<file path="config.mk">
export PLATFORM = sky130hd
export DESIGN_NAME = chained_hash_set
export DESIGN_NICKNAME = d
export VERILOG_FILES = /design/src/rtl/chs_pkg.sv /design/src/rtl/chs_ram.sv /design/src/rtl/chs_row_logic.sv /design/src/rtl/chained_hash_set.sv
export SDC_FILE = /design/constraint.sdc
export NUM_CORES = 2
export LEC_CHECK = 0
export BUFFER_PORTS_ARGS = -buffer_cell sky130_fd_sc_hd__buf_2
export CAP_MARGIN = 10
export CORE_MARGIN = 4
export CORE_UTILIZATION = 52
export DETAILED_ROUTE_END_ITERATION = 12
export PLACE_DENSITY_LB_ADDON = 0.15
export SETUP_SLACK_MARGIN = 0.2
export SLEW_MARGIN = 5
export SYNTH_ARGS = -nofsm -noshare
export SYNTH_HDL_FRONTEND = slang
export SYNTH_SLANG_ARGS = --single-unit
export TNS_END_PERCENT = 50
</file>
<file path="constraint.sdc">
create_clock -name clk -period 43.7 [get_ports clk]
set_input_delay 4.37 -clock clk [delete_from_list [all_inputs] [get_ports clk]]
set_output_delay 4.37 -clock clk [all_outputs]
set_load 0.01 [all_outputs]
</file>
<file path="src/rtl/chs_pkg.sv">
// chs_pkg: shared sizes, operation codes, row result struct and bucket hash
// no dependencies; imported by chs_row_logic and chained_hash_set
package chs_pkg;

  localparam int BUCKETS      = 7;
  localparam int BUCKET_DEPTH = 8;
  localparam int KEY_W        = 32;
  localparam int BKT_W        = $clog2(BUCKETS);
  localparam int ROW_W        = KEY_W * BUCKET_DEPTH;

  typedef logic [1:0] op_t;

  localparam op_t OP_INSERT = 2'd0;
  localparam op_t OP_SEARCH = 2'd1;
  localparam op_t OP_REMOVE = 2'd2;

  typedef logic [BUCKET_DEPTH-1:0]            row_valid_t;
  typedef logic [BUCKET_DEPTH-1:0][KEY_W-1:0] row_keys_t;

  typedef struct packed {
    logic found;
    logic bucket_full;
    logic key_we;
    logic valid_we;
  } row_res_t;

  // key mod 7: 8 == 1 (mod 7), so octal digits sum to the same residue
  function automatic logic [BKT_W-1:0] bucket_of(input logic [KEY_W-1:0] key);
    logic [35:0] kx;
    logic [5:0]  lo;
    logic [5:0]  hi;
    logic [6:0]  s1;
    logic [3:0]  s2;
    logic [3:0]  s3;
    kx = {4'b0, key};
    lo = '0;
    hi = '0;
    for (int i = 0; i < 6; i++) begin
      lo = lo + 6'(kx[3*i +: 3]);
      hi = hi + 6'(kx[3*(i+6) +: 3]);
    end
    s1 = 7'(lo) + 7'(hi);
    s2 = 4'(s1[2:0]) + 4'(s1[5:3]) + 4'(s1[6]);
    s3 = 4'(s2[2:0]) + 4'(s2[3]);
    if (s3 >= 4'(BUCKETS)) begin
      return BKT_W'(s3 - 4'(BUCKETS));
    end
    return s3[BKT_W-1:0];
  endfunction

endpackage

</file>
<file path="src/rtl/chs_ram.sv">
// chs_ram: generic single-port synchronous ram, registered read
// no dependencies; holds the key rows of the hash set
module chs_ram #(
  parameter int WIDTH = 32,
  parameter int DEPTH = 8
) (
  input  logic                     clk,
  input  logic                     we,
  input  logic [$clog2(DEPTH)-1:0] addr,
  input  logic [WIDTH-1:0]         wdata,
  output logic [WIDTH-1:0]         rdata
);

  logic [WIDTH-1:0] mem [DEPTH];

  always_ff @(posedge clk) begin
    if (we) begin
      mem[addr] <= wdata;
    end
    rdata <= mem[addr];
  end

endmodule

</file>
<file path="src/rtl/chs_row_logic.sv">
// chs_row_logic: compares all slots of one bucket row and builds the updated row
// depends on chs_pkg
module chs_row_logic import chs_pkg::*; (
  input  op_t              op,
  input  logic [KEY_W-1:0] key,
  input  row_keys_t        row_keys,
  input  row_valid_t       row_valid,
  output row_keys_t        new_keys,
  output row_valid_t       new_valid,
  output row_res_t         res
);

  row_valid_t match;
  row_valid_t match_oh;
  row_valid_t free_oh;
  logic       any_match;
  logic       row_full;

  always_comb begin
    for (int s = 0; s < BUCKET_DEPTH; s++) begin
      match[s] = row_valid[s] && (row_keys[s] == key);
    end
  end

  // lowest set bit of match, lowest clear bit of valid
  assign match_oh  = match & (~match + BUCKET_DEPTH'(1));
  assign free_oh   = ~row_valid & (row_valid + BUCKET_DEPTH'(1));
  assign any_match = |match;
  assign row_full  = &row_valid;

  always_comb begin
    for (int s = 0; s < BUCKET_DEPTH; s++) begin
      new_keys[s] = free_oh[s] ? key : row_keys[s];
    end
  end

  always_comb begin
    new_valid = row_valid;
    res       = '0;
    case (op)
      OP_INSERT: begin
        res.bucket_full = row_full;
        res.key_we      = !row_full;
        res.valid_we    = !row_full;
        new_valid       = row_valid | free_oh;
      end
      OP_SEARCH: begin
        res.found = any_match;
      end
      OP_REMOVE: begin
        res.found    = any_match;
        res.valid_we = any_match;
        new_valid    = row_valid & ~match_oh;
      end
      default: begin
        new_valid = row_valid;
      end
    endcase
  end

endmodule

</file>
<file path="src/rtl/chained_hash_set.sv">
// chained_hash_set: hash set, 7 buckets of fixed depth, separate chaining
// depends on chs_pkg, chs_ram, chs_row_logic
//
//  channel   ports                              handshake
//  request   in_operation, in_key               start && !busy
//  result    out_found, out_bucket_full         out_strobe, one cycle, no backpressure
//
// - at accept the bucket row is read from the key ram; in the look state all
//   slots are compared, the row is written back and the result is registered,
//   which shows on the following cycle
// - the rate is set by the registered read of the single-port key ram
//   and the read-modify-write of one row per request
// - busy is high for the single cycle between accept and write-back
// - reset clears the slot valid flops at once; no clearing pass, keys are
//   only compared where the valid bit is set
// - the receiver cannot stall; each result word is shown for one cycle only
module chained_hash_set import chs_pkg::*; (
  input  logic             clk,
  input  logic             rst_n,
  input  logic             start,
  output logic             busy,
  input  op_t              in_operation,
  input  logic [KEY_W-1:0] in_key,
  output logic             out_strobe,
  output logic             out_found,
  output logic             out_bucket_full
);

  typedef enum logic [1:0] {
    S_IDLE = 2'b01,
    S_LOOK = 2'b10
  } state_t;

  state_t           state_r, state_nxt;
  op_t              op_r;
  logic [KEY_W-1:0] key_r;
  logic [BKT_W-1:0] bucket_r;
  row_valid_t       valid_r [BUCKETS];

  logic             out_strobe_r;
  logic             out_found_r;
  logic             out_bucket_full_r;

  logic             accept;
  logic             look;
  logic [BKT_W-1:0] in_bucket;
  logic [BKT_W-1:0] ram_addr;
  logic [ROW_W-1:0] ram_rdata;
  row_keys_t        row_keys;
  row_valid_t       row_valid;
  row_keys_t        new_keys;
  row_valid_t       new_valid;
  row_res_t         res;

  assign look      = (state_r == S_LOOK);
  assign busy      = look;
  assign accept    = start && !busy;
  assign in_bucket = bucket_of(in_key);

  // read the row at accept, write it back in the look cycle
  assign ram_addr  = look ? bucket_r : in_bucket;
  assign row_keys  = row_keys_t'(ram_rdata);
  assign row_valid = valid_r[bucket_r];

  chs_ram #(
    .WIDTH (ROW_W),
    .DEPTH (BUCKETS)
  ) u_key_ram (
    .clk   (clk),
    .we    (look && res.key_we),
    .addr  (ram_addr),
    .wdata (ROW_W'(new_keys)),
    .rdata (ram_rdata)
  );

  chs_row_logic u_row (
    .op        (op_r),
    .key       (key_r),
    .row_keys  (row_keys),
    .row_valid (row_valid),
    .new_keys  (new_keys),
    .new_valid (new_valid),
    .res       (res)
  );

  always_comb begin
    state_nxt = state_r;
    case (state_r)
      S_IDLE: begin
        if (accept) begin
          state_nxt = S_LOOK;
        end
      end
      S_LOOK: begin
        state_nxt = S_IDLE;
      end
      default: begin
        state_nxt = S_IDLE;
      end
    endcase
  end

  // control state and slot valid flops
  always_ff @(posedge clk) begin
    if (!rst_n) begin
      state_r      <= S_IDLE;
      out_strobe_r <= 1'b0;
      for (int b = 0; b < BUCKETS; b++) begin
        valid_r[b] <= '0;
      end
    end else begin
      state_r      <= state_nxt;
      out_strobe_r <= look;
      if (look && res.valid_we) begin
        valid_r[bucket_r] <= new_valid;
      end
    end
  end

  // request and result payload
  always_ff @(posedge clk) begin
    if (accept) begin
      op_r     <= in_operation;
      key_r    <= in_key;
      bucket_r <= in_bucket;
    end
    if (look) begin
      out_found_r       <= res.found;
      out_bucket_full_r <= res.bucket_full;
    end
  end

  assign out_strobe      = out_strobe_r;
  assign out_found       = out_found_r;
  assign out_bucket_full = out_bucket_full_r;

  // a result word only follows a look cycle
  a_strobe_after_look: assert property (@(posedge clk) disable iff (!rst_n)
    out_strobe |-> $past(look))
    else $error("result strobe without a preceding look cycle");

  // insert rejection and a hit never come together
  a_found_xor_full: assert property (@(posedge clk) disable iff (!rst_n)
    out_strobe |-> !(out_found && out_bucket_full))
    else $error("found and bucket_full both set");

  // a successful remove clears exactly one slot of its bucket
  a_remove_one: assert property (@(posedge clk) disable iff (!rst_n)
    (look && op_r == OP_REMOVE && res.found) |=>
      ($countones(valid_r[bucket_r]) + 1 == $countones($past(row_valid))))
    else $error("remove did not clear exactly one slot");

  // a successful insert sets exactly one slot of its bucket
  a_insert_one: assert property (@(posedge clk) disable iff (!rst_n)
    (look && op_r == OP_INSERT && !res.bucket_full) |=>
      ($countones(valid_r[bucket_r]) == $countones($past(row_valid)) + 1))
    else $error("insert did not set exactly one slot");

endmodule
</file>
==> impl_metrics.csv <==
group,metric,value,unit
outcome,outcome,"complete, no violations",
grt,grt_pass1_wl,294,mm
synthesis,synth_area_leader_cell,"edfxtp_1",
cts,post_cts_hold_buffer_count,0,
synthesis,synth_nets,5299,
cts,cts_tree,"done",
synthesis,synth_cells,5217,
grt,grt_usage,23.7,%
synthesis,syn_area,84000,sq um
worst_setup_path,required,44.11,ns
floorplanning,start_util,52.3,%
sta,skew,0.0269,ns
sta,worstMarginPinSlew,1.15,ns
worst_setup_path,arrival,14.24,ns
floorplanning,rows,147,
placement,dp_cells,7181,
route,vias,44700,
synthesis,synth_top_cells_by_count,"edfxtp_1 (1,887), nand2_1 (748), a21oi_1 (516)",
route,routedWlPerCell,26.4,microns
grt,gr-total-overflow,0,
synthesis,ys.flop_type,"edfxtp_1",
placement,hpwl,103,mm
finish,fin_nets,5319,
synthesis,synth.distinct_cells,65,
sta,drv_slew,0,
route,drcViolationCount,0,
synthesis,ys_top_cells_by_area,"edfxtp_1 (67%), dfxtp_1 (6.4%), mux4_2 (5.7%)",
cts,post_cts_buffers,0,
finish,fill_cells,12200,
sta,finalSetupTns,0,ns
finish,multi_input_area,20400,sq um
synthesis,yosysMostFrequentCell,"edfxtp_1",
job,maxCapViolations,0,
synthesis,synth_edf_count,1887,
hold_path,holdPathStages,2,
finish,areaGrowthSynthToFinish,11.4,%
synthesis,syn_avg_cell_area,16.1,sq um
route,first_pass_iters,7,
sta,post-route-min-period,13.83,ns
worst_setup_path,worst-setup-path-type,"primary input to flop",
synthesis,async_flop_share,0,%
floorplanning,core,161000,sq um
synthesis,yosysSeqAreaShare,73.9,%
placement,port_buffers,40,
finish,final_layout_size_suffix_gt1_share,18.3,%
cts,clock_sinks,2157,
cts,cts_buffers,212,
finish,seq_area,62100,sq um
route,first_iter_violations,4682,
worst_setup_path,ff2ff_path_depth,11,
route,viasPerCell,5.89,
placement,place_congestion,0.787,
finish,final-instance-count-excl-fill,7586,
hold_path,hp-class,"flop to flop",
floorplanning,fp.dieH,410,microns
cts,path_clk_slew,0.06,ns
synthesis,ys_ff_latch,2157,
grt,antenna_found_initial,7,
worst_setup_path,end_kind,"flop",
cts,ctsResizeCount,0,
cts,h-tree-depth,4,
route,postRouteAntennaNets,0,
floorplanning,dieArea,168000,sq um
sta,fmax,72.3,MHz
synthesis,synth_top_area_share,67.5,%
cts,cts_root_buf,"clkbuf_16",
cts,clock_latency,0.81,ns
cts,clock_path_buffers,3,
sta,fin_crit_sh,31.6,%
worst_setup_path,crit_fanout,91,
grt,grt_pass1_vias,44400,
floorplanning,fp.dieW,410,microns
sta,finalWorstSetupSlack,29.87,ns
floorplanning,io_pins,41,
sta,setup-violations-final,0,
worst_setup_path,cp-start-kind,"primary input",
placement,preCtsSetupSlack,29.00,ns
sta,rsz0062_at_grt,"false",
sta,relSlewSlack,23.4,%
grt,grt_max_degree,208,
route,routed_wl,200,mm
sta,final-hold-violation-count,0,
synthesis,yosys_warnings,0,
-- final timing paths --
kind / startpoint / to / slack [ns]
max: in_key[10] / u_key_ram.mem[3][218]$_DFFE_PP_ / 29.87
min: valid_r[6][1]$_SDFFE_PN0P_ / valid_r[6][1]$_SDFFE_PN0P_ / 0.46
max reg2reg: flop / u_key_ram.mem[3][218]$_DFFE_PP_ / 37.59
min reg2reg: valid_r[6][1]$_SDFFE_PN0P_ / valid_r[6][1]$_SDFFE_PN0P_ / 0.46
-- placed cells by master, fill, tap and decap left out, types with 29 or more instances in the layout --
| cell type | netlist | layout |
|---|---|---|
| dfxtp_1 | 270 | 270 |
| inv_1 | 59 | 58 |
| nor2_1 | 36 | 30 |
| mux2_2 | 261 | 260 |
| clkinv_2 | 0 | 45 |
| a21oi_1 | 516 | 514 |
| buf_2 | 47 | 41 |
| edfxtp_1 | 1887 | 1887 |
| xnor2_1 | 70 | 70 |
| nor4_1 | 62 | 59 |
| clkbuf_1 | 238 | 58 |
| clkbuf_8 | 0 | 30 |
| xor2_1 | 193 | 193 |
| a22o_1 | 45 | 45 |
| a222oi_1 | 45 | 45 |
| nand4_1 | 29 | 29 |
| o21ai_0 | 261 | 261 |
| buf_4 | 0 | 99 |
| clkbuf_16 | 0 | 217 |
| nand2_1 | 748 | 744 |
| mux4_2 | 214 | 214 |
-- flip-flops by register name (all words and copies together) (netlist names), named ones only --
register,count
u_key_ram.mem,1792
u_key_ram.rdata,256
valid_r,64
key_r,32
bucket_r,3
op_r,2
state_r,2
out_bucket_full,1
out_found,1
out_strobe,1
-- per-stage QoR --
step                      hold WS (ns)  utilization, %  area (sq um)
after global placement           0.442            53.9         86600
after global routing             0.488            58.3         93600
after detailed placement         0.458            53.9         86600
after floorplan                  0.433               -         84000
after CTS                        0.466            58.3         93500
final                            0.462            58.3         93600
-- layout make-up --
type                       count  area share, %
sequential                  2157           66.3
multi-input combinational   2656           21.9
clock buffer                 305           6.48
tap                         2160           2.89
timing repair buffer         151           1.25
clock inverter                95          0.949
inverter                      59          0.237
antenna                        3        0.00802
-- logic make-up after synthesis --
family                   count (synthesis)  synth area share, %
flip-flops                            2157                 73.9
AO/OA/AOI/OAI                          923                 6.21
AND/OR/NAND/NOR                        923                 4.57
multiplexers                           501                 9.71
buffers and inverters                  404                 1.93
XOR/XNOR                               263                 2.74
adder cells (fa/ha/maj)                 46                0.915
-- critical path, cell delays in order --
cell and delay [ns]:
buf_2 0.09, inv_1 0.06, fa_1 0.55, inv_1 0.07, fa_1 0.53, inv_1 0.05
fa_1 0.38, fa_1 0.51, inv_1 0.05, fa_1 0.48, ha_1 0.30, a21o_1 0.10
a21oi_1 0.08, o21bai_1 0.14, a21oi_1 0.11, fa_1 0.48, fa_1 0.53, xnor2_1 0.16
ha_1 0.24, maj3_1 0.40, xor2_1 0.58, mux2_8 0.87, nand2_1 0.28, nor3_2 0.20
buf_4 0.77, buf_4 0.87, buf_4 0.83
-- layer usage --
metal	track usage (%)	routed length, microns	up-vias
li1	-	-	19900
met1	34.0	86600	23000
met2	36.7	92700	1487
met3	5.44	16000	288
met4	6.55	5200	0
met5	0.345	0	-
Power is left out: the tool's default activity adds up to more than one toggle a clock period on the data nets, which glitch-free logic cannot reach.
